===== config.mk =====
export PLATFORM = sky130hd
export DESIGN_NAME = vcct_front
export DESIGN_NICKNAME = d
export VERILOG_FILES = /design/src/design/vcct_pkg.sv /design/src/design/vcct_front.sv
export SDC_FILE = /design/constraint.sdc
export NUM_CORES = 1
export LEC_CHECK = 0
export ABC_AREA = 1
export ABC_CLOCK_PERIOD_IN_PS = 6800
export BUFFER_PORTS_ARGS = -buffer_cell sky130_fd_sc_hd__buf_2
export CORE_AREA = 2 2 129 131
export DETAILED_ROUTE_END_ITERATION = 6
export DIE_AREA = 0 0 131 133
export PLACE_DENSITY = 0.65
export SYNTH_ARGS = -nofsm -noshare
export SYNTH_HDL_FRONTEND = slang
export SYNTH_SLANG_ARGS = --single-unit

===== constraint.sdc =====
create_clock -name vclk -period 6.8
set_clock_uncertainty 0.05 [all_clocks]
set_input_delay 1.36 -clock vclk [all_inputs]
set_output_delay 1.36 -clock vclk [all_outputs]
set_load 0.02 [all_outputs]

===== src/design/vcct_pkg.sv =====
// Shared types, codes and defaults of the voice channel call tracker.
package vcct_pkg;

    localparam int LINKS_DEF        = 4;
    localparam int E1_PER_LINK_DEF  = 63;
    localparam int SLOTS_PER_E1_DEF = 32;
    localparam int CH_IDX_W         = 17;
    localparam int Q_DEPTH          = 2;

    localparam logic [15:0] MIN_PKT_LEN   = 16'd36;
    localparam logic [7:0]  TYPE_VOICE    = 8'h03;
    localparam logic [7:0]  DIR_UP        = 8'h01;
    localparam logic [7:0]  MARK_LAST     = 8'h02;
    localparam logic [15:0] LOST_MAX      = 16'hffff;

    localparam logic [15:0] MAX_PAYLOAD_RST = 16'd1024;
    localparam logic [31:0] AGE_LIMIT_RST   = 32'd18000;
    localparam logic [15:0] BUFFER_SIZE_RST = 16'd4096;

    localparam logic [1:0] REG_MAX_PAYLOAD = 2'd0;
    localparam logic [1:0] REG_AGE_LIMIT   = 2'd1;
    localparam logic [1:0] REG_BUFFER_SIZE = 2'd2;

    localparam logic [2:0] ST_OK       = 3'd0;
    localparam logic [2:0] ST_BAD_HDR  = 3'd1;
    localparam logic [2:0] ST_TOO_LONG = 3'd2;
    localparam logic [2:0] ST_RANGE    = 3'd3;
    localparam logic [2:0] ST_STALE    = 3'd4;

    typedef struct packed {
        logic [15:0] packet_len;
        logic [7:0]  type_byte;
        logic [63:0] call_id;
        logic [7:0]  direction;
        logic [7:0]  case_flag;
        logic [7:0]  end_mark;
        logic [7:0]  seq_no;
        logic [15:0] payload_len;
        logic [31:0] now_seconds;
    } vcct_in_t;

    typedef struct packed {
        logic [2:0]  status;
        logic [12:0] channel;
        logic        new_call;
        logic        old_call_closed;
        logic        seq_gap;
        logic        flush;
        logic [15:0] write_offset;
        logic [15:0] accepted_len;
        logic        call_done;
        logic [15:0] up_lost_total;
        logic [15:0] dn_lost_total;
    } vcct_out_t;

    typedef struct packed {
        logic [2:0]          status;
        logic [CH_IDX_W-1:0] channel;
        logic [63:0]         call_id;
        logic                up;
        logic                last;
        logic                stale;
        logic [7:0]          seq_no;
        logic [15:0]         payload_len;
    } vcct_cmd_t;

    typedef struct packed {
        logic [63:0] call_id;
        logic [7:0]  up_expected;
        logic [7:0]  down_expected;
        logic [15:0] up_lost;
        logic [15:0] dn_lost;
        logic [15:0] up_fill;
        logic [15:0] down_fill;
        logic        up_ended;
        logic        down_ended;
    } vcct_entry_t;

    typedef enum logic [1:0] {
        BK_CLEAR,
        BK_IDLE,
        BK_UPDATE
    } vcct_back_state_t;

endpackage


===== src/design/vcct_front.sv =====
// Front end: accepts packet headers, checks them and maps them to a channel.
module vcct_front #(
    parameter int LINKS        = vcct_pkg::LINKS_DEF,
    parameter int E1_PER_LINK  = vcct_pkg::E1_PER_LINK_DEF,
    parameter int SLOTS_PER_E1 = vcct_pkg::SLOTS_PER_E1_DEF
) (
    input  logic                s_valid,
    output logic                s_ready,
    input  vcct_pkg::vcct_in_t  s_data,
    input  logic [15:0]         max_payload,
    input  logic [31:0]         age_limit,
    input  logic                q_full,
    input  logic                clearing,
    output logic                push,
    output vcct_pkg::vcct_cmd_t cmd
);
    localparam int CW = vcct_pkg::CH_IDX_W;

    logic [5:0]  link;
    logic [5:0]  e1;
    logic [4:0]  slot;
    logic [33:0] age;

    assign link = s_data.call_id[31:26];
    assign e1   = s_data.call_id[25:20];
    assign slot = s_data.call_id[19:15];
    assign age  = {2'b00, s_data.now_seconds} - {2'b00, s_data.call_id[63:32]};

    assign s_ready = !q_full && !clearing;
    assign push    = s_valid && s_ready;

    always_comb begin
        cmd             = '0;
        cmd.call_id     = s_data.call_id;
        cmd.up          = (s_data.direction == vcct_pkg::DIR_UP);
        cmd.last        = (s_data.end_mark == vcct_pkg::MARK_LAST);
        cmd.seq_no      = s_data.seq_no;
        cmd.payload_len = s_data.payload_len;
        cmd.stale       = ($signed(age) >= $signed({2'b00, age_limit}));
        cmd.channel     = (CW'(link) * CW'(E1_PER_LINK) + CW'(e1)) * CW'(SLOTS_PER_E1)
                          + CW'(slot);
        priority if (s_data.packet_len < vcct_pkg::MIN_PKT_LEN
                     || s_data.type_byte != vcct_pkg::TYPE_VOICE) begin
            cmd.status = vcct_pkg::ST_BAD_HDR;
        end else if (s_data.payload_len > max_payload) begin
            cmd.status = vcct_pkg::ST_TOO_LONG;
        end else if (32'(link) >= 32'(LINKS) || 32'(e1) >= 32'(E1_PER_LINK)
                     || 32'(slot) >= 32'(SLOTS_PER_E1)) begin
            cmd.status = vcct_pkg::ST_RANGE;
        end else begin
            cmd.status = vcct_pkg::ST_OK;
        end
    end
endmodule


; ---- After elaboration in Yosys (flattened, before gate mapping)
; Index checks and enable logic that the tools add are counted.
[word_totals]
register_bits = 0
out_inout_bits = 113
word_cells = 21
[op_classes]
add_sub_neg = 3
multipliers = 1
order_cmp = 5
eq_ne = 3
muxes = 3
n_reduce_logical = 6
[op_table]
columns = op, count
row1 = 33-bit greater-or-equal comparator, 1
row2 = 32-bit by 32-bit subtractor with 33-bit output, 1
row3 = 17-bit by 5-bit adder with 17-bit output, 1
row4 = 16-bit greater-than comparator, 1
row5 = 16-bit by 6-bit less-than comparator with 1-bit output (second input constant), 1
row6 = 12-bit by 6-bit adder with 12-bit output, 1
row7 = 6-bit by 6-bit multiplier with 12-bit output (second input constant), 1
row8 = 8-bit by 1-bit == test with 1-bit output (second input constant), 1
row9 = 8-bit by 2-bit == test with 1-bit output (second input constant), 1
row10 = 8-bit by 2-bit inequality test with 1-bit output (second input constant), 1
row11 = 6-bit by 3-bit greater-or-equal comparator with 1-bit output (second input constant), 1
row12 = 6-bit greater-or-equal comparator (second input constant), 1
row13 = 2-bit 2-to-1 mux, 2
row14 = 3-bit 2-to-1 mux, 1
row15 = 1-bit logical AND, 2
row16 = 1-bit logical NOT, 2
row17 = 1-bit logical OR, 2

; ---- Depth between registers and ports, before layout
; Gate-level depths: netlist (run 1).
[depth]
depth_word = 5
mapped_depth = 28
ltp_nobuf = 28

; ---- Least setup slack after synthesis (run 1)
; OpenSTA, ideal clock, no wires.
[synth_path]
path_type = in2out
from = input port s_data[109] in the netlist's numbering
to = output port cmd[104] in the netlist's numbering
arrival_ns = 4.828
required_ns = 5.390
path_slack_ns = 0.562
stages = 14
path_cell_list = fa_1 inv_1 fa_1 inv_1 fa_1 fa_1 ha_1 a21oi_1 o21ai_0 a21oi_1 nor2_1 o21ai_0 nand2_1 xor2_1
[synth_rtl]
columns = item, line
row1 = "start, declared", vcct_front.sv:9  ; input vcct_pkg::vcct_in_t s_data,
row2 = "end, declared", vcct_front.sv:15  ; output vcct_pkg::vcct_cmd_t cmd

==> flow_summary.toml, run 1 <==
[die]
num_io_pins = 332
die_x_um = 131
design.core.area_mm2 = 0.0162
die_area_mm2 = 0.0174
initial_utilization_pct = 33.2
fp.dieH_um = 133
core.rowCount = 47

[route]
viasPerCell = 4.47
wl_per_cell_um = 12.0
vias = 5328
drtIter0Drc = 163
postRouteAntennaNets = 0
first_pass_iters = 4
finalWirelength_um = 14300
drc_errors = 0

[layout]
drive_gt1_share_pct = 30.3
seq_cells = 0
most-common-layout-cells = "260 x buf_2, 171 x inv_1, 122 x nand2_1"
fin_nets = 1326
area_delta_synth_final_pct = 16.3
diodes = 0
final_common_cell = "buf_2"
seq_area_um2 = 0
clock_buffers = 0
final_core_util_pct = 38.7
multi_input_area_mm2 = 0.00402
fillers = 1776

[power_and_ir_drop]
power.leakage_nw = 3.79
clockPowerShare_pct = 0
p_seq_share_pct = 0
p_total_mw = 0.996
internal_power_mw = 0.384
vdd_drop_max_uv = 452
power_density_mw_per_mm2 = 159
comb_power_share_pct = 100.0
power_switching_share_pct = 61.4
power.switching_mw = 0.612

[clocking]
cts_hold_buf = 0
cts_resized = 0
post-cts-setup-buffer-count = 0

[setup_path]
critPathSlowestCell = "fa_1"
startpoint_type = "primary input"
crit_chain = "buf_2 -> fa_1 -> inv_1 -> fa_1 -> inv_1 -> fa_1 -> fa_1 -> ha_1 -> a21oi_1 -> o21ai_0 -> a21oi_1 -> nor2_1 -> o21ai_0 -> nand2_1 -> xor2_1 -> buf_2"
end_kind = "primary output"
cp_data_arrival_time_ns = 5.13
critPathMaxFanout = 5
path_class = "in -> out"
cpPeakStageDelay_ns = 0.57
cp_common_cell = "fa_1"
cp.required_ns = 5.39

[sta]
grt_setup_unrepaired = "false"
hold_slack_ns = 2.67
timing.final.hold_violations = 0
finalSetupTns_ns = 0
finalSetupViolations = 0
finalCriticalPeriod_ns = 6.54
drv_slew = 0
fmax_mhz = 153
timing.final.crit_share_pct = 96.2

[placed_design]
io_buffers = 260
dp_hpwl_um = 13500
globalplace.congestion = 0.907

[grt]
track_usage_pct = 15.5
grt_start_max_net_pins = 8
antenna_found_initial = 2
grt_first_pass_wirelength_um = 22400
overflow = 0
first_global_vias = 4988

[synthesis]
synth_area_mm2 = 0.00538
syn_nets = 1157
syn_area_per_cell_um2 = 6.68
synthCells = 805
synth_warnings = 0
synth_cell_types = 47
ys_seq_area_share_pct = 0

[job]
cap_viol_max_count = 0

[status]
status = "finished clean"

[min_path]
hold_path.class = "in -> out"
synth_stat cells (3+ instances only):
master	instances	area [um^2]
fa_1	17	340
nand2_4	3	33.8
a211oi_1	3	22.5
o221ai_1	3	26.3
o2111ai_1	4	35.0
ha_1	116	1450
nand2_2	11	68.8
xor2_1	28	245
nand4_1	10	62.6
o21ai_0	17	85.1
inv_1	171	642
nand3_1	15	75.1
o21ai_1	5	25.0
nand2_1	122	458
a21oi_1	57	285
nor2_1	59	221
nor3_1	9	45.0
o21ai_2	3	26.3
xnor2_1	8	70.1
o21a_1	3	22.5
a21oi_4	3	48.8
a31oi_1	8	50.1
buf_4	94	706
a21o_1	5	37.5
xor2_2	3	48.8
nor4_1	5	31.3
power by group through the flow:
stage	Clock, mW	Combinational, mW	Sequential [mW]
6_report	0	0.996	0
5_1_grt	0	1.13	0
4_1_cts	0	1.00	0
3_5_place_dp	0	0.996	0
3_3_place_gp	0	0.990	0
2_1_floorplan	0	0.761	0
worst max-delay path: cells and delay by family:
kind,cells,cell delay [ns]
xor gates and xnor gates,1,0.13
buffers and inverters,4,0.45
AOI/OAI and AO/OA,4,0.62
adders and majority gates,5,2.43
and+or+nand+nor,2,0.14
per-stage QoR:
stage	area (um^2)	std cells	worst slack, ns
2_1_floorplan	5380	805	0.562
3_3_place_gp	6250	1192	0.275
3_5_place_dp	6250	1192	0.251
4_1_cts	6250	1192	0.231
5_1_grt	6250	1192	0.00439
6_report	6250	1192	0.261
layer usage:
metal / routed length, um / global-route usage, %
met5: 24 / 0
met4: 39 / 0.473
met3: 795 / 1.05
met2: 6550 / 26.5
met1: 6910 / 22.4
cell families after synthesis:
kind of cell,after synthesis,synth area share (%)
XOR/XNOR,39,6.77
AND/OR/NAND/NOR,242,19.7
adder cells (fa/ha/maj),133,33.3
AO/OA/AOI/OAI,123,14.9
other,1,0.0697
buffers and inverters,267,25.2
cell type report:
class	count	area share (%)
inverters	173	10.4
well taps	220	4.40
repair buffers	261	20.9
multi-input cells	538	64.3
final timing paths:
check	start	to	slack (ns)	cells after the start
setup / recovery	s_data[109]	cmd[104]	0.26	16
hold / removal	s_data[51]	cmd[19]	2.67	0
Power figures use the tool's default switching activity.
==> run 2, diff against run 1 <==
--- a/config.mk
+++ b/config.mk
@@ -8,10 +8,11 @@
 export ABC_AREA = 1
 export ABC_CLOCK_PERIOD_IN_PS = 6800
 export BUFFER_PORTS_ARGS = -buffer_cell sky130_fd_sc_hd__buf_2
-export CORE_AREA = 2 2 129 131
+export CELL_PAD_IN_SITES_DETAIL_PLACEMENT = 2
+export CELL_PAD_IN_SITES_GLOBAL_PLACEMENT = 2
+export CORE_UTILIZATION = 22
 export DETAILED_ROUTE_END_ITERATION = 6
-export DIE_AREA = 0 0 131 133
-export PLACE_DENSITY = 0.65
+export PLACE_DENSITY_LB_ADDON = 0.1
 export SYNTH_ARGS = -nofsm -noshare
 export SYNTH_HDL_FRONTEND = slang
 export SYNTH_SLANG_ARGS = --single-unit
==> run 2 against run 1 <==
Die area grew 44%. First-iteration DRC count down 55%. Power increased by 4.1%. Core utilization down 12 points. Fmax is 0.13% higher. Global-route usage down 1.6 points. Critical path depth is the same. Via count grew 4.1%. Combinational power up 4%. Critical path type unchanged. Largest cell class unchanged.
==> flow_summary.toml, run 2 (synthesis gave the netlist of run 1 again) <==
[route]
wl_per_cell_um = 14.0
vias = 5544
first_pass_iters = 4
finalWirelength_um = 18100
drc_errors = 0
postRouteAntennaNets = 0
drtIter0Drc = 73
viasPerCell = 4.28

[placed_design]
dp_slack_ns = 0.0762
globalplace.congestion = 0.755
dp_hpwl_um = 17300
placed_cell_area_mm2 = 0.00639
io_buffers = 260

[layout]
area_delta_synth_final_pct = 19.4
fin_nets = 1328
seq_cells = 0
final_core_util_pct = 27.0
final_common_cell = "buf_2"
seq_area_um2 = 0
clock_buffers = 0
drive_gt1_share_pct = 30.7
fin_area_mm2 = 0.00642
most-common-layout-cells = "260 x buf_2, 171 x inv_1, 122 x nand2_1"

[power_and_ir_drop]
clockPowerShare_pct = 0
comb_power_share_pct = 100.0
p_seq_share_pct = 0
power_density_mw_per_mm2 = 162
internal_power_mw = 0.401
power_switching_share_pct = 61.3
power.switching_mw = 0.636
power.leakage_nw = 3.80
vdd_drop_max_uv = 192

[die]
core.rowCount = 56
die_x_um = 158
design.core.area_mm2 = 0.0238
fp.dieH_um = 158
initial_utilization_pct = 22.6
die_area_mm2 = 0.0251
num_io_pins = 332

[setup_path]
path_class = "in -> out"
critPathMaxFanout = 5
cp.required_ns = 5.39
end_kind = "primary output"
startpoint_type = "primary input"
cp_data_arrival_time_ns = 5.12

[grt]
overflow = 0
grt_start_max_net_pins = 8
first_global_vias = 5856
antenna_found_initial = 3
track_usage_pct = 13.9
grt_first_pass_wirelength_um = 28200

[sta]
grt_setup_unrepaired = "false"
timing.final.hold_violations = 0
hold_slack_ns = 2.67
setup_ws_ns = 0.269
fmax_mhz = 153
finalSetupViolations = 0
timing.final.crit_share_pct = 96.0
finalSetupTns_ns = 0
drv_slew = 0
finalCriticalPeriod_ns = 6.53

[job]
cap_viol_max_count = 0

[clocking]
cts_hold_buf = 0
post-cts-setup-buffer-count = 0
cts_resized = 0

[status]
status = "finished clean"

[min_path]
hold_path.class = "in -> out"
-- run 2: cell types whose count changed in the layout (fill, tap and decap cells not counted), sizes merged --
cell	previous run	this run
diode	0	3
buf	261	263
-- run 2: metrics by stage --
stage | total power, mW | std cells
floorplan | 0.761 | 805
global placement | 1.03 | 1293
detailed placement | 1.04 | 1293
CTS | 1.05 | 1293
global route | 1.19 | 1294
finish | 1.04 | 1296
-- run 2: path summary, 6_finish.rpt --
kind | from | end | slack, ns | cells after the start
max | s_data[109] | cmd[104] | 0.27 | 16
min | s_data[52] | cmd[20] | 2.67 | 0
-- run 2: layout make-up --
cell class / instances / area [um^2]
fill: 2996 / 17300
multi-input combinational: 538 / 4040
timing repair buffer: 263 / 1320
inverter: 173 / 649
tap: 319 / 399
antenna: 3 / 7.51
-- run 2: power by group through the flow --
stage	logic (mW)	registers (mW)	clock network, mW
final	1.04	0	0.0000000592
after floorplan	0.761	0	0
after global placement	1.03	0	0
after CTS	1.05	0	0
after global routing	1.19	0	0.0000000197
after detailed placement	1.04	0	0
-- run 2: critical path: stages --
cell	delay, ns
buf_2	0.15
fa_1	0.59
inv_1	0.07
fa_1	0.54
inv_1	0.06
fa_1	0.49
fa_1	0.58
ha_4	0.23
a21oi_1	0.14
o21ai_1	0.12
a21oi_2	0.16
nor2_1	0.06
o21ai_0	0.15
nand2_1	0.08
xor2_1	0.15
buf_2	0.19
-- run 2: routing by layer --
layer	track usage (%)	part of all wire, %	wire, um	up-vias
met5	0	0.072	13	-
met4	0.870	0.30	55	2
met3	1.33	4.3	780	17
met2	24.5	47	8490	154
met1	18.9	48	8780	2545
li1	-	-	-	2826
==> run 3, diff against run 2 <==
--- a/config.mk
+++ b/config.mk
@@ -6,11 +6,11 @@
 export NUM_CORES = 1
 export LEC_CHECK = 0
 export ABC_AREA = 1
-export ABC_CLOCK_PERIOD_IN_PS = 6800
+export ABC_CLOCK_PERIOD_IN_PS = 8000
 export BUFFER_PORTS_ARGS = -buffer_cell sky130_fd_sc_hd__buf_2
 export CELL_PAD_IN_SITES_DETAIL_PLACEMENT = 2
 export CELL_PAD_IN_SITES_GLOBAL_PLACEMENT = 2
-export CORE_UTILIZATION = 22
+export CORE_UTILIZATION = 24
 export DETAILED_ROUTE_END_ITERATION = 6
 export PLACE_DENSITY_LB_ADDON = 0.1
 export SYNTH_ARGS = -nofsm -noshare
==> constraint.sdc (replaced) <==
create_clock -name vclk -period 8
set_clock_uncertainty 0.05 [all_clocks]
set_input_delay 1.6 -clock vclk [all_inputs]
set_output_delay 1.6 -clock vclk [all_outputs]
set_load 0.02 [all_outputs]
==> run 3 against run 2 <==
Cell count is 3.3% lower. Hold slack better by 0.48 ns. Sequential cell count unchanged. Combinational power shrank 17%. Via count is 0.88% lower. First-iteration DRC count fell by 34%. Highest routed layer is now met4.
==> flow_summary.toml, run 3 (synthesis gave the netlist of run 1 again) <==
[status]
status = "finished clean"

[sta]
grt_setup_unrepaired = "false"
finalSetupViolations = 0
setup_ws_ns = 0.907
timing.final.hold_violations = 0
fmax_mhz = 141
finalCriticalPeriod_ns = 7.09
timing.final.crit_share_pct = 88.7
drv_slew = 0
hold_slack_ns = 3.15
finalSetupTns_ns = 0

[power_and_ir_drop]
power.leakage_nw = 3.79
power_density_mw_per_mm2 = 136
power_switching_share_pct = 61.9
p_seq_share_pct = 0
internal_power_mw = 0.329
power.switching_mw = 0.534
clockPowerShare_pct = 0
vdd_drop_max_uv = 192
comb_power_share_pct = 100.0

[job]
cap_viol_max_count = 0

[setup_path]
critPathSlowestCell = "fa_1"
end_kind = "primary output"
cp.required_ns = 6.35
path_delay_family = "adder cells"
critPathMaxFanout = 5
path_class = "in -> out"
cp_common_cell = "fa_1"
cp_data_arrival_time_ns = 5.44
cpPeakStageDelay_ns = 0.58
crit_chain = "buf_2 -> fa_1 -> inv_1 -> fa_1 -> inv_1 -> fa_1 -> fa_1 -> ha_1 -> a21oi_1 -> o21ai_0 -> a21oi_1 -> nor2_1 -> o21ai_0 -> nand2_1 -> xor2_1 -> buf_2"
startpoint_type = "primary input"
crit_buf_inv = 4

[grt]
first_global_vias = 5752
track_usage_pct = 14.7
grt_first_pass_wirelength_um = 27200
grt_start_max_net_pins = 9
overflow = 0
antenna_found_initial = 1

[layout]
drive_gt1_share_pct = 30.3
clock_buffers = 0
seq_area_um2 = 0
final_common_cell = "buf_2"
seq_cells = 0
fin_nets = 1325
most-common-layout-cells = "260 x buf_2, 171 x inv_1, 122 x nand2_1"
area_delta_synth_final_pct = 17.7

[min_path]
hold_path.startpoint = "s_data[48]"
min_to = "cmd[16]"
whs_path_depth = 0
hold_path.class = "in -> out"

[clocking]
cts_resized = 0
cts_hold_buf = 0
post-cts-setup-buffer-count = 0

[route]
wl_per_cell_um = 13.9
postRouteAntennaNets = 0
drc_errors = 0
vias = 5495
first_pass_iters = 4
viasPerCell = 4.39
drtIter0Drc = 48
finalWirelength_um = 17400

[die]
design.core.area_mm2 = 0.0219
core.rowCount = 54
fp.dieH_um = 152
num_io_pins = 332
die_x_um = 152
initial_utilization_pct = 24.6
die_area_mm2 = 0.0230

[placed_design]
globalplace.congestion = 0.788
dp_slack_ns = 0.852
io_buffers = 260
dp_hpwl_um = 16700
-- run 3: final cells by class --
class | count | area (um^2)
Inverter | 173 | 649
Fill cell | 2795 | 15600
Multi-Input combinational cell | 538 | 4020
Antenna cell | 2 | 5.00
Tap cell | 280 | 350
Timing Repair Buffer | 260 | 1300
-- run 3: how the worst max path moves through the flow --
| stage | start | endpoint | slack [ns] | cells after the start |
|---|---|---|---|---|
| detailed placement | s_data[109] | cmd[104] | 0.85 | 16 |
| global placement | s_data[109] | cmd[104] | 0.88 | 16 |
| CTS | s_data[109] | cmd[104] | 0.83 | 16 |
| floorplan | s_data[109] | cmd[104] | 1.28 | 14 |
| global route | s_data[109] | cmd[104] | 0.62 | 16 |
| finish | s_data[109] | cmd[104] | 0.91 | 16 |
-- run 3: power by group through the flow --
stage,clock network [mW],registers [mW],logic [mW]
final,0.0000000335,0,0.863
after global routing,0.0000000167,0,0.991
after CTS,0,0,0.887
after detailed placement,0,0,0.881
after global placement,0,0,0.870
after floorplan,0,0,0.647
-- run 3: metrics by stage --
stage	utilization [%]	cell area (um^2)	power, mW	std cells
final	28.9	6330	0.863	1253
after CTS	28.9	6320	0.887	1251
after global placement	28.9	6320	0.870	1251
after global routing	28.9	6320	0.991	1252
after detailed placement	28.9	6320	0.881	1251
after floorplan	-	5380	0.647	805
-- run 3: per-layer routing --
| metal | up-vias | wire length (um) | track usage [%] | share of wire [%] |
|---|---|---|---|---|
| met5 | - | 0 | 0 | 0 |
| met4 | 0 | 72 | 0.941 | 0.41 |
| met3 | 8 | 843 | 1.14 | 4.8 |
| met2 | 154 | 8170 | 25.4 | 47 |
| met1 | 2515 | 8330 | 20.4 | 48 |
| li1 | 2818 | - | - | - |
