## src/design/vcct_pkg.sv

```systemverilog
// Shared types, codes and defaults of the voice channel call tracker.
package vcct_pkg;

    localparam int LINKS_DEF        = 4;
    localparam int E1_PER_LINK_DEF  = 63;
    localparam int SLOTS_PER_E1_DEF = 32;
    localparam int CH_IDX_W         = 17;
    localparam int Q_DEPTH          = 2;

    localparam logic [15:0] MIN_PKT_LEN   = 16'd36;
    localparam logic [7:0]  TYPE_VOICE    = 8'h03;
    localparam logic [7:0]  DIR_UP        = 8'h01;
    localparam logic [7:0]  MARK_LAST     = 8'h02;
    localparam logic [15:0] LOST_MAX      = 16'hffff;

    localparam logic [15:0] MAX_PAYLOAD_RST = 16'd1024;
    localparam logic [31:0] AGE_LIMIT_RST   = 32'd18000;
    localparam logic [15:0] BUFFER_SIZE_RST = 16'd4096;

    localparam logic [1:0] REG_MAX_PAYLOAD = 2'd0;
    localparam logic [1:0] REG_AGE_LIMIT   = 2'd1;
    localparam logic [1:0] REG_BUFFER_SIZE = 2'd2;

    localparam logic [2:0] ST_OK       = 3'd0;
    localparam logic [2:0] ST_BAD_HDR  = 3'd1;
    localparam logic [2:0] ST_TOO_LONG = 3'd2;
    localparam logic [2:0] ST_RANGE    = 3'd3;
    localparam logic [2:0] ST_STALE    = 3'd4;

    typedef struct packed {
        logic [15:0] packet_len;
        logic [7:0]  type_byte;
        logic [63:0] call_id;
        logic [7:0]  direction;
        logic [7:0]  case_flag;
        logic [7:0]  end_mark;
        logic [7:0]  seq_no;
        logic [15:0] payload_len;
        logic [31:0] now_seconds;
    } vcct_in_t;

    typedef struct packed {
        logic [2:0]  status;
        logic [12:0] channel;
        logic        new_call;
        logic        old_call_closed;
        logic        seq_gap;
        logic        flush;
        logic [15:0] write_offset;
        logic [15:0] accepted_len;
        logic        call_done;
        logic [15:0] up_lost_total;
        logic [15:0] dn_lost_total;
    } vcct_out_t;

    typedef struct packed {
        logic [2:0]          status;
        logic [CH_IDX_W-1:0] channel;
        logic [63:0]         call_id;
        logic                up;
        logic                last;
        logic                stale;
        logic [7:0]          seq_no;
        logic [15:0]         payload_len;
    } vcct_cmd_t;

    typedef struct packed {
        logic [63:0] call_id;
        logic [7:0]  up_expected;
        logic [7:0]  down_expected;
        logic [15:0] up_lost;
        logic [15:0] dn_lost;
        logic [15:0] up_fill;
        logic [15:0] down_fill;
        logic        up_ended;
        logic        down_ended;
    } vcct_entry_t;

    typedef enum logic [1:0] {
        BK_CLEAR,
        BK_IDLE,
        BK_UPDATE
    } vcct_back_state_t;

endpackage

```

## src/design/vcct_fifo.sv

```systemverilog
// Short command queue between the front end and the channel update engine.
module vcct_fifo (
    input  logic                aclk,
    input  logic                aresetn,
    input  logic                push,
    input  vcct_pkg::vcct_cmd_t push_data,
    output logic                full,
    input  logic                pop,
    output vcct_pkg::vcct_cmd_t pop_data,
    output logic                valid
);
    localparam int D  = vcct_pkg::Q_DEPTH;
    localparam int PW = (D > 1) ? $clog2(D) : 1;
    localparam int NW = $clog2(D + 1);

    vcct_pkg::vcct_cmd_t slots_reg [D];
    logic [PW-1:0] wr_ptr_reg, wr_ptr_next;
    logic [PW-1:0] rd_ptr_reg, rd_ptr_next;
    logic [NW-1:0] count_reg, count_next;

    assign full     = (count_reg == NW'(D));
    assign valid    = (count_reg != '0);
    assign pop_data = slots_reg[rd_ptr_reg];

    always_comb begin
        wr_ptr_next = wr_ptr_reg;
        rd_ptr_next = rd_ptr_reg;
        count_next  = count_reg;
        if (push) begin
            wr_ptr_next = (wr_ptr_reg == PW'(D - 1)) ? '0 : wr_ptr_reg + 1'b1;
        end
        if (pop) begin
            rd_ptr_next = (rd_ptr_reg == PW'(D - 1)) ? '0 : rd_ptr_reg + 1'b1;
        end
        if (push && !pop) begin
            count_next = count_reg + 1'b1;
        end else if (pop && !push) begin
            count_next = count_reg - 1'b1;
        end
    end

    always_ff @(posedge aclk) begin
        if (!aresetn) begin
            wr_ptr_reg <= '0;
            rd_ptr_reg <= '0;
            count_reg  <= '0;
        end else begin
            wr_ptr_reg <= wr_ptr_next;
            rd_ptr_reg <= rd_ptr_next;
            count_reg  <= count_next;
        end
    end

    always_ff @(posedge aclk) begin
        if (push) begin
            slots_reg[wr_ptr_reg] <= push_data;
        end
    end
endmodule

```

## config.mk

```make
export PLATFORM = sky130hd
export DESIGN_NAME = vcct_fifo
export DESIGN_NICKNAME = d
export VERILOG_FILES = /design/src/design/vcct_pkg.sv /design/src/design/vcct_fifo.sv
export SDC_FILE = /design/constraint.sdc
export NUM_CORES = 1
export LEC_CHECK = 0
export ABC_AREA = 1
export BUFFER_PORTS_ARGS = -buffer_cell sky130_fd_sc_hd__buf_2
export CORE_ASPECT_RATIO = 0.75
export CORE_UTILIZATION = 47
export CTS_CLUSTER_DIAMETER = 150
export DETAILED_ROUTE_END_ITERATION = 8
export GPL_TIMING_DRIVEN = 0
export PLACE_DENSITY_LB_ADDON = 0.25
export SLEW_MARGIN = 20
export SYNTH_ARGS = -nofsm -noshare
export SYNTH_HDL_FRONTEND = slang
export SYNTH_SLANG_ARGS = --single-unit
```

## constraint.sdc

```tcl
create_clock -name aclk -period 6.4 [get_ports aclk]
set_clock_uncertainty 0.05 [all_clocks]
set_input_delay 1.28 -clock aclk [delete_from_list [all_inputs] [get_ports aclk]]
set_output_delay 1.28 -clock aclk [all_outputs]
set_load 0.05 [all_outputs]
```

Word level (Yosys, flattened, before mapping)
Memory sizes are Yosys's and may differ from the RTL's. A register that Yosys moved wholly into a read port is not among the register bits.
Cells that the tools add are included.
{"block": "totals", "ff_bits": 4, "ram_bits": 222, "input_bits": 115, "output_inout_bits": 113, "elab_cells": 23, "n_memories": 1}
{"block": "op_classes", "addsub": 4, "n_eq_ne": 1, "n_mux": 8, "n_reduce_logical": 6}
{"memory": "slots_reg", "depth": 2, "word_bits": 111, "read_ports": 1, "rd_ports_with_merged_regs": 1, "write_ports": 1, "line_no": "vcct_fifo.sv:16", "rtl": "vcct_pkg::vcct_cmd_t slots_reg [D];"}
{"cell": "1-bit two-way mux", "count": 6}
{"cell": "2-bit two-way mux", "count": 2}
{"cell": "2-bit nonzero test", "count": 2}
{"cell": "1-bit adder (second input constant)", "count": 2}
{"cell": "2-bit by 1-bit adder with 2-bit output (second input constant)", "count": 1}
{"cell": "2-bit == test (second input constant)", "count": 1}
{"cell": "1-bit logical AND", "count": 2}
{"cell": "1-bit zero test", "count": 2}
{"cell": "2-bit by 1-bit subtractor with 2-bit output (second input constant)", "count": 1}

Logic depth before layout (Yosys ltp)
Gate-level depths: netlist (run 1).
{"block": "depth", "depth_word": 4, "ltp_mapped": 8, "depth_no_buf": 8}

Worst setup path after synthesis (run 1)
Ideal clock, no wire load.
{"block": "synth_path", "path_type": "input to register", "start": "in push", "end": "mem slots_reg[0][0] (netlist bit), enable pin", "setup_time_ns": 0.585, "arrival_ns": 5.965, "t_required_ns": 5.765, "slack_ns": -0.200, "path_stages": 2, "n_path_buf": 0, "cell_sequence": "inv_1 > nor2_1"}
{"block": "synth_between", "elab_chain_len": 2}
{"element": "from (decl)", "line_no": "vcct_fifo.sv:5", "rtl": "input logic push,"}
{"element": "1-bit two-way mux", "line_no": "vcct_fifo.sv:55", "rtl": "if (push) begin"}
{"element": "1-bit two-way mux (not written as such)", "line_no": "vcct_fifo.sv:56", "rtl": "slots_reg[wr_ptr_reg] <= push_data;"}
{"element": "to (decl)", "line_no": "vcct_fifo.sv:16"}
No other way between the ends.

==> flow_metrics.env, run 1 <==
export IMPL_grt_pass1_vias=4365
export IMPL_top_usage_layer="met2"
export IMPL_grt_pass1_wl_um=22540
export IMPL_slew_violations=0
export IMPL_setup_worst_path_end="pop_data[75]"
export IMPL_core_um2=17030
export IMPL_grt_overflow=0
export IMPL_r2r_slack_ns=4.67
export IMPL_gp_congestion=0.7308
export IMPL_worstPathRequired_ns=5.07
export IMPL_p_per_area_nw_per_um2=330.1
export IMPL_ant_nets=0
export IMPL_final_setup_viol_count=0
export IMPL_period_share_pct=49.11
export IMPL_wl_per_cell_um=16.98
export IMPL_nets=753
export IMPL_cts_hold_fix_buffers=0
export IMPL_r2r_cells=3
export IMPL_vias=4259
export IMPL_avgSynthCellArea_um2=21.75
export IMPL_r2r_end="slots_reg[1][63]"
export IMPL_ios=228
export IMPL_antenna_found_initial=0
export IMPL_leakage_uw=0.003986
export IMPL_cts_tree="yes"
export IMPL_syn_inst=380
export IMPL_port_buffers=227
export IMPL_yosys_area_top_type="edfxtp_1"
export IMPL_power_switching_uw=894.3
export IMPL_clk_pin_slew_ns=0.05
export IMPL_grt_use_met2_pct=26.94
export IMPL_p_sw_share_pct=25.80
export IMPL_grt_use_met3_pct=6.296
export IMPL_clock_sinks=227
export IMPL_synthFlopType="edfxtp_1"
export IMPL_status="complete, no violations"
export IMPL_die_height_um=116.9
export IMPL_first_iter_violations=154
export IMPL_period_needed_ns=3.143
export IMPL_ctsLongestPathBuffers=3
export IMPL_power_frac_comb_pct=14.7
export IMPL_p_total_uw=3466
export IMPL_synth_edff_count=222
export IMPL_die_area_um2=18130
export IMPL_cp_end_kind="output port"
export IMPL_setup_tns_ns=0
export IMPL_initial_core_util_pct=48.54
export IMPL_syn_area_um2=8267
export IMPL_largest_reg_flops=222
export IMPL_max_freq_mhz=318.2
export IMPL_critical_path_arrival_ns=1.81
export IMPL_drc=0
export IMPL_seqPwrFrac_pct=50.1
export IMPL_h_tree_depth=1
export IMPL_p_int_uw=2572
export IMPL_p_clk_share_pct=35.1
export IMPL_cts_made_buffers=23
export IMPL_met1_usage_pct=19.78
export IMPL_insertion_delay_ns=0.49
export IMPL_worst_pin_slew_ns=0.5125
export IMPL_post_cts_buffers=0
export IMPL_synth_most_common_cell="edfxtp_1"
export IMPL_rows=41
export IMPL_postCtsResizedCells=0
export IMPL_yosys_warnings=0
export IMPL_critical_path_class="reg -> out"
export IMPL_diodes=0
export IMPL_hold_class="reg -> reg"
export IMPL_hold_viol_final=0
export IMPL_worst_path_max_fanout=10
export IMPL_routed_wl_um=15090
export IMPL_max_cap_viol_count=0
export IMPL_relSlewSlack_pct=65.83
export IMPL_grtUsageTotal_pct=16.20
export IMPL_grt_setup_unrepaired="false"
export IMPL_critPathLaunchType="register"
export IMPL_hpwl_um=10180
export IMPL_via_per_inst=4.791
export IMPL_grt_max_degree=62
export IMPL_r2r_start="wr_ptr_reg"
export IMPL_layout_drive_gt1_share_pct=59.72
export IMPL_synthTopCellsByCount="222 x edfxtp_1, 111 x mux2_2, 10 x buf_6"
export IMPL_irDropWorstVdd_v=0.0002445
export IMPL_dr_pass1_iters=4
export IMPL_die_width_um=155.1
export IMPL_synth_yosys_seq_area_share_pct=81.85
export IMPL_synthToLayoutAreaGrowth_pct=27.03
export IMPL_synth_top_area_share_pct=80.64
export IMPL_async_flop_share_pct=0
export IMPL_synthTopCellsByArea="edfxtp_1 81%, mux2_2 15%, buf_6 1.4%, dfxtp_1 1.2%, nand2_1 0.41%"
export IMPL_fin_hold_ws_ns=0.4705
export IMPL_nFillCells=1261
export IMPL_post_synth_num_cell_types=13
export IMPL_ys_ff_latch=227
export IMPL_synth_nets=496
export IMPL_root_buffer="clkbuf_16"
## critical path, stage by stage (launching register included)
cell,delay [ns]
dfxtp_1,0.35
buf_6,0.21
buf_6,0.18
mux2_2,0.37
buf_2,0.22
## per-layer routing
layer  vias up  wire length (µm)
li1       2006                 -
met1      2063              6251
met2       162              7029
met3        28              1429
met4         0               383
met5         -                 0
## final cells by class
| type | count | area (µm²) | area share, % |
|---|---|---|---|
| Buffer | 12 | 122.6 | 1.168 |
| Clock buffer | 29 | 598.1 | 5.695 |
| Clock inverter | 12 | 85.08 | 0.8102 |
| Inverter | 8 | 35.03 | 0.3336 |
| Multi-Input combinational cell | 133 | 1355 | 12.90 |
| Sequential cell | 227 | 6766 | 64.43 |
| Tap cell | 236 | 295.3 | 2.812 |
| Timing Repair Buffer | 232 | 1244 | 11.84 |
## cell families (layout without fill, tap and decap cells)
family / count (synthesis) / in the layout / share of synthesized area (%)
flops: 227 / 227 / 81.85
mux: 111 / 111 / 15.12
buf+inv: 20 / 293 / 1.847
simple gates: 19 / 19 / 0.9081
compound gates: 2 / 2 / 0.1210
fa+ha+maj: 1 / 1 / 0.1513
## how the worst min path moves through the flow
| stage | startpoint | to | slack [ns] | depth (start not counted) |
|---|---|---|---|---|
| 4_1_cts | rd_ptr_reg | rd_ptr_reg | 0.47 | 2 |
| 6_report | rd_ptr_reg | rd_ptr_reg | 0.47 | 2 |
| 5_1_grt | rd_ptr_reg | register | 0.50 | 2 |
| 3_5_place_dp | rd_ptr_reg | register | 0.45 | 2 |
| 2_1_floorplan | rd_ptr_reg | register | 0.41 | 2 |
| 3_3_place_gp | rd_ptr_reg | rd_ptr_reg | 0.43 | 2 |
## cells in the final DEF (no fill, tap or decap), types with 2 or more instances in the layout
master,instances
dfxtp_1,5
clkbuf_16,23
buf_6,10
inv_1,7
edfxtp_1,222
mux2_2,111
clkbuf_1,6
buf_2,229
nand2_1,9
buf_12,4
clkinv_2,8
clkinv_1,2
nor2_1,7
## power groups by stage
stage	clock, µW	combinational (µW)	sequential (µW)
after detailed placement	0	514	1770
after global routing	1310	537	1740
after CTS	1250	516	1740
after floorplan	0	372	1770
after global placement	0	495	1780
final	1220	510	1740
## metrics by stage
stage	cell area, µm²	utilization [%]	worst slack [ns]	std cells
finish	10500	61.66	3.257	889
global route	10500	61.66	3.178	889
CTS	10500	61.66	3.218	889
detailed placement	9818	57.65	3.635	848
global placement	9701	56.96	0.2086	843
floorplan	8269	-	1.733	380
Note: power is estimated with default switching activity, not from simulation.
==> run 2, diff against run 1 <==
==> constraint.sdc (replaced) <==
create_clock -name aclk -period 2.8 [get_ports aclk]
set_clock_uncertainty 0.05 [all_clocks]
set_input_delay 0.56 -clock aclk [delete_from_list [all_inputs] [get_ports aclk]]
set_output_delay 0.56 -clock aclk [all_outputs]
set_load 0.05 [all_outputs]
==> flow_metrics.env, run 2 (synthesized netlist as in run 1, its figures left out) <==
export IMPL_status="complete, no violations"
export IMPL_grt_pass1_wl_um=22280
export IMPL_root_buffer="clkbuf_16"
export IMPL_worst_pin_slew_ns=0.5566
export IMPL_path_common_cell="buf_6"
export IMPL_initial_core_util_pct=48.54
export IMPL_setup_worst_path_end="pop_data[87]"
export IMPL_ios=228
export IMPL_slowest_stage="dfxtp_1"
export IMPL_die_area_um2=18130
export IMPL_critical_path_arrival_ns=1.80
export IMPL_grt_max_degree=30
export IMPL_fin_hold_ws_ns=0.2013
export IMPL_hpwl_um=10260
export IMPL_largest_reg_flops=222
export IMPL_die_height_um=116.9
export IMPL_post_dp_cell_area_um2=9935
export IMPL_nets=756
export IMPL_r2r_start="wr_ptr_reg"
export IMPL_p_int_uw=6163
export IMPL_core_um2=17030
export IMPL_insertion_delay_ns=0.49
export IMPL_multi_input_area_um2=1355
export IMPL_max_freq_mhz=414.4
export IMPL_die_width_um=155.1
export IMPL_antenna_found_initial=2
export IMPL_worstPathRequired_ns=2.19
export IMPL_first_iter_violations=205
export IMPL_p_sw_share_pct=24.73
export IMPL_wl_per_cell_um=16.86
export IMPL_critPathLaunchType="register"
export IMPL_drc=0
export IMPL_leakage_uw=0.004053
export IMPL_rows=41
export IMPL_clock_sinks=227
export IMPL_p_clk_share_pct=36.9
export IMPL_critical_path_max_stage_delay_ns=0.35
export IMPL_cp_end_kind="output port"
export IMPL_postCtsResizedCells=0
export IMPL_ctsLongestPathBuffers=3
export IMPL_via_per_inst=4.818
export IMPL_cts_hold_fix_buffers=0
export IMPL_clk_pin_slew_ns=0.06
export IMPL_critical_path_class="reg -> out"
export IMPL_gp_congestion=0.7196
export IMPL_final_area_um2=10680
export IMPL_period_share_pct=86.18
export IMPL_post_cts_buffers=0
export IMPL_final_setup_viol_count=0
export IMPL_grt_pass1_vias=4300
export IMPL_relSlewSlack_pct=62.81
export IMPL_hold_class="in -> reg"
export IMPL_layout_commonest_cell="buf_2"
export IMPL_h_tree_depth=1
export IMPL_r2r_slack_ns=0.84
export IMPL_grt_setup_unrepaired="false"
export IMPL_r2r_cells=5
export IMPL_synthToLayoutAreaGrowth_pct=29.21
export IMPL_worst_path_max_fanout=10
export IMPL_routed_wl_um=15020
export IMPL_grtUsageTotal_pct=16.15
export IMPL_cts_made_buffers=22
export IMPL_final_util_pct=62.72
export IMPL_seqPwrFrac_pct=48.5
export IMPL_hold_viol_final=0
export IMPL_grt_overflow=0
export IMPL_worstPathCellList="buf_6, buf_6, mux2_2, buf_2"
export IMPL_mostFrequentLayoutCells="229 x buf_2, 222 x edfxtp_1, 111 x mux2_2, 23 x clkbuf_16, 10 x buf_6"
export IMPL_nFillCells=1229
export IMPL_period_needed_ns=2.413
export IMPL_port_buffers=227
export IMPL_power_frac_comb_pct=14.6
export IMPL_r2r_end="slots_reg[0][37]"
export IMPL_ant_nets=0
export IMPL_slew_violations=0
export IMPL_layout_drive_gt1_share_pct=59.94
export IMPL_irDropWorstVdd_v=0.0004840
export IMPL_p_per_area_nw_per_um2=766.6
export IMPL_max_cap_viol_count=0
export IMPL_power_switching_uw=2025
export IMPL_p_total_uw=8189
export IMPL_regArea_um2=6766
export IMPL_vias=4293
export IMPL_cts_tree="yes"
export IMPL_dr_pass1_iters=4
-- run 2: cell count changes in the layout (fill, tap and decap cells not counted), sizes merged --
cell      before  now
diode          0    1
inv            8    7
bufinv         1    4
clkinv        10    4
buf          244  248
clkinvlp       1    2
-- run 2: layout make-up --
cell class	count	share of cell area [%]
diodes	1	0.02343
clock buffers	29	5.599
inverters	8	0.3163
repair buffers	236	12.74
multi-input cells	133	12.69
flip-flops and latches	227	63.35
well taps	236	2.764
plain buffers	12	1.148
clock inverters	9	1.371
-- run 2: per-stage QoR --
| stage | worst slack, ns | std cells | setup TNS, ns |
|---|---|---|---|
| after global routing | 0.2942 | 890 | 0 |
| final | 0.3870 | 891 | 0 |
| after CTS | 0.3367 | 890 | 0 |
| after detailed placement | 0.3992 | 852 | 0 |
| after global placement | -0.9633 | 843 | -198.44 |
| after floorplan | 0.05885 | 380 | 0 |
-- run 2: worst min-delay path by stage --
| stage | from | cells after the start | end | slack (ns) |
|---|---|---|---|---|
| floorplan | rd_ptr_reg | 2 | register | 0.41 |
| finish | push_data[95] | 1 | slots_reg[0][95] | 0.20 |
| CTS | push_data[33] | 1 | slots_reg[1][33] | 0.18 |
| detailed placement | rd_ptr_reg | 2 | register | 0.44 |
| global placement | rd_ptr_reg | 2 | rd_ptr_reg | 0.43 |
| global route | push_data[18] | 1 | slots_reg[0][18] | 0.18 |
-- run 2: layer usage --
layer | track usage (%) | share of wire (%)
met2 | 26.55 | 47
met5 | 0 | 0.18
met1 | 19.82 | 41
met4 | 3.894 | 1.6
met3 | 7.069 | 10
-- run 2: critical path: cells and delay by family (launching register included) --
kind,cells,cell delay (ns)
mux,1,0.34
flops,1,0.35
buf+inv,3,0.62
-- run 2: power by group through the flow --
stage                     clock network (µW)  logic (µW)  registers, µW
final                                   3020        1190           3970
after global routing                    3220        1260           3980
after CTS                               3100        1210           3970
after detailed placement                   0        1200           4040
after global placement                     0        1130           4050
after floorplan                            0         853           4040
==> run 3, diff against run 2 <==
--- a/config.mk
+++ b/config.mk
@@ -5,10 +5,9 @@
 export SDC_FILE = /design/constraint.sdc
 export NUM_CORES = 1
 export LEC_CHECK = 0
-export ABC_AREA = 1
 export BUFFER_PORTS_ARGS = -buffer_cell sky130_fd_sc_hd__buf_2
-export CORE_ASPECT_RATIO = 0.75
-export CORE_UTILIZATION = 47
+export CORE_ASPECT_RATIO = 1.75
+export CORE_UTILIZATION = 30
 export CTS_CLUSTER_DIAMETER = 150
 export DETAILED_ROUTE_END_ITERATION = 8
 export GPL_TIMING_DRIVEN = 0
==> flow_metrics.env, run 3 <==
export IMPL_final_util_pct=39.12
export IMPL_synth_top_family_by_area="multiplexers"
export IMPL_cp_num_cells=4
export IMPL_irDropWorstVdd_v=0.0005534
export IMPL_first_iter_violations=147
export IMPL_p_clk_share_pct=32.5
export IMPL_period_share_pct=87.68
export IMPL_slowest_stage="mux2_2"
export IMPL_clk_pin_slew_ns=0.06
export IMPL_die_width_um=127.4
export IMPL_r2r_start="wr_ptr_reg"
export IMPL_hold_start="push_data[32]"
export IMPL_synth_compound_area_share_pct=0.2424
export IMPL_avgSynthCellArea_um2=22.50
export IMPL_dr_pass1_iters=4
export IMPL_relSlewSlack_pct=50.29
export IMPL_grtUsageTotal_pct=11.58
export IMPL_die_height_um=221.5
export IMPL_synthAdderAreaFrac_pct=0.1515
export IMPL_cpLargestDelayFamily="buffers and inverters"
export IMPL_layout_commonest_cell="buf_2"
export IMPL_post_synth_num_cell_types=17
export IMPL_final_setup_viol_count=0
export IMPL_status="complete, no violations"
export IMPL_clock_sinks=227
export IMPL_async_flop_share_pct=0
export IMPL_worst_pin_slew_ns=0.7441
export IMPL_worstPathCellList="buf_6, buf_6, mux2_2, buf_2"
export IMPL_period_needed_ns=2.455
export IMPL_hold_class="in -> reg"
export IMPL_post_cts_buffers=0
export IMPL_synthSimpleGateAreaFrac_pct=0.6969
export IMPL_p_per_area_nw_per_um2=738.7
export IMPL_r2r_cells=3
export IMPL_h_tree_depth=1
export IMPL_synthTopCellsByCount="222 x edfxtp_1, 111 x mux2_2, 10 x buf_6"
export IMPL_antenna_found_initial=1
export IMPL_ant_nets=0
export IMPL_hold_depth=1
export IMPL_grt_setup_unrepaired="false"
export IMPL_r2r_slack_ns=0.99
export IMPL_synthMuxAreaShare_pct=15.13
export IMPL_grt_pass1_wl_um=24810
export IMPL_insertion_delay_ns=0.50
export IMPL_cts_tree="yes"
export IMPL_synth_xor_area_share_pct=0.3181
export IMPL_syn_inst=367
export IMPL_dpl_cell_count=969
export IMPL_layout_drive_gt1_share_pct=60.28
export IMPL_final_area_um2=10610
export IMPL_critical_path_arrival_ns=1.85
export IMPL_synthTopCellsByArea="edfxtp_1 81%, mux2_2 15%, buf_6 1.4%, dfxtp_1 1.2%, and2_1 0.30%"
export IMPL_nFillCells=2520
export IMPL_critPathLaunchType="register"
export IMPL_synth_top_area_share_pct=80.72
export IMPL_power_switching_uw=2131
export IMPL_rows=80
export IMPL_initial_core_util_pct=30.45
export IMPL_wl_per_cell_um=16.34
export IMPL_p_sw_share_pct=27.18
export IMPL_r2r_end="slots_reg[0][64]"
export IMPL_path_buf_inv=3
export IMPL_root_buffer="clkbuf_16"
export IMPL_grt_pass1_vias=4736
export IMPL_nets=739
export IMPL_power_frac_comb_pct=17.0
export IMPL_core_um2=27130
export IMPL_leakage_uw=0.003923
export IMPL_hpwl_um=11630
export IMPL_synth_yosys_seq_area_share_pct=81.93
export IMPL_gp_congestion=0.7015
export IMPL_grt_overflow=0
export IMPL_path_common_cell="buf_6"
export IMPL_p_int_uw=5708
export IMPL_fin_cells=1007
export IMPL_syn_area_um2=8259
export IMPL_post_dp_cell_area_um2=10010
export IMPL_seqPwrFrac_pct=50.6
export IMPL_grt_max_degree=55
export IMPL_pre_cts_ws_ns=0.5502
export IMPL_synthFlopType="edfxtp_1"
export IMPL_worstPathRequired_ns=2.19
export IMPL_postCtsResizedCells=0
export IMPL_cp_end_kind="output port"
export IMPL_synth_most_common_cell="edfxtp_1"
export IMPL_setup_ws_ns=0.3449
export IMPL_yosys_area_top_type="edfxtp_1"
export IMPL_drc=0
export IMPL_mostFrequentLayoutCells="229 x buf_2, 222 x edfxtp_1, 111 x mux2_2, 21 x clkbuf_16, 10 x buf_6"
export IMPL_max_cap_viol_count=0
export IMPL_ctsLongestPathBuffers=3
export IMPL_cts_hold_fix_buffers=0
export IMPL_via_per_inst=4.185
export IMPL_synthToLayoutAreaGrowth_pct=28.50
export IMPL_die_area_um2=28220
export IMPL_port_buffers=227
export IMPL_hold_viol_final=0
export IMPL_critical_path_class="reg -> out"
export IMPL_synth_edff_count=222
export IMPL_max_freq_mhz=407.3
export IMPL_critical_path_max_stage_delay_ns=0.37
export IMPL_fin_hold_ws_ns=0.1880
export IMPL_yosys_warnings=0
export IMPL_ys_ff_latch=227
export IMPL_whs_endpoint="slots_reg[0][32]"
export IMPL_largest_reg_flops=222
export IMPL_routed_wl_um=16460
export IMPL_cts_made_buffers=21
export IMPL_worst_path_max_fanout=10
export IMPL_synth_nets=483
export IMPL_vias=4214
export IMPL_ios=228
export IMPL_slew_violations=0
==> run 3: cell count changes after synthesis, sizes merged, moves of 2 or more <==
cell,before,now
xor2,0,2
nand2,9,0
nor2,8,0
inv,8,1
nor2b,0,2
and2,0,4
==> run 3: cell families (layout without fill, tap and decap cells) <==
logic type / after synthesis / after routing
compound gates: 3 / 3
xor+xnor: 3 / 3
fa+ha+maj: 1 / 1
buf+inv: 13 / 283
flops: 227 / 227
mux: 111 / 111
other cells: 0 / 1
simple gates: 9 / 9
==> run 3: final cells by class <==
| type | count | area, µm² | area share (%) |
|---|---|---|---|
| clock inverter | 11 | 56.30 | 0.5305 |
| buffer | 12 | 122.6 | 1.155 |
| clock buffer | 26 | 544.3 | 5.128 |
| sequential | 227 | 6766 | 63.76 |
| multi-input combinational | 127 | 1376 | 12.97 |
| inverter | 1 | 3.754 | 0.03537 |
| timing repair buffer | 233 | 1279 | 12.05 |
| tap | 369 | 461.7 | 4.350 |
| antenna | 1 | 2.502 | 0.02358 |
==> run 3: worst register-to-register path: stages (launching register included) <==
cell	delay (ns)
dfxtp_1	0.34
nor2b_4	0.60
buf_12	0.29
buf_12	0.21
==> run 3: stage by stage <==
step	total power (µW)	TNS, ns
finish	7839	0
global route	8146	0
global placement	5347	-153.85
CTS	7966	0
detailed placement	5390	0
floorplan	5011	0
==> run 3: worst max path at each step <==
stage               startpoint                to  slack [ns]
global placement          push  slots_reg[0][72]       -0.93
CTS                   register      pop_data[17]        0.26
global route          register      pop_data[17]        0.22
floorplan                 push   slots_reg[0][0]        0.08
detailed placement        push  slots_reg[0][64]        0.55
finish                register      pop_data[17]        0.34
==> run 3: power by group through the flow <==
| stage | registers (µW) | clock network, µW | logic (µW) |
|---|---|---|---|
| 2_1_floorplan | 4030 | 0 | 978 |
| 3_3_place_gp | 4040 | 0 | 1300 |
| 3_5_place_dp | 4040 | 0 | 1350 |
| 4_1_cts | 3970 | 2650 | 1350 |
| 5_1_grt | 3980 | 2770 | 1390 |
| 6_report | 3970 | 2540 | 1330 |
==> run 3: layer usage <==
metal	wire length (µm)	global-route usage, %	vias to the layer above
li1	-	-	1972
met1	5256	10.45	2075
met2	9643	22.97	137
met3	915	2.558	30
met4	644	6.336	0
met5	0	0	-
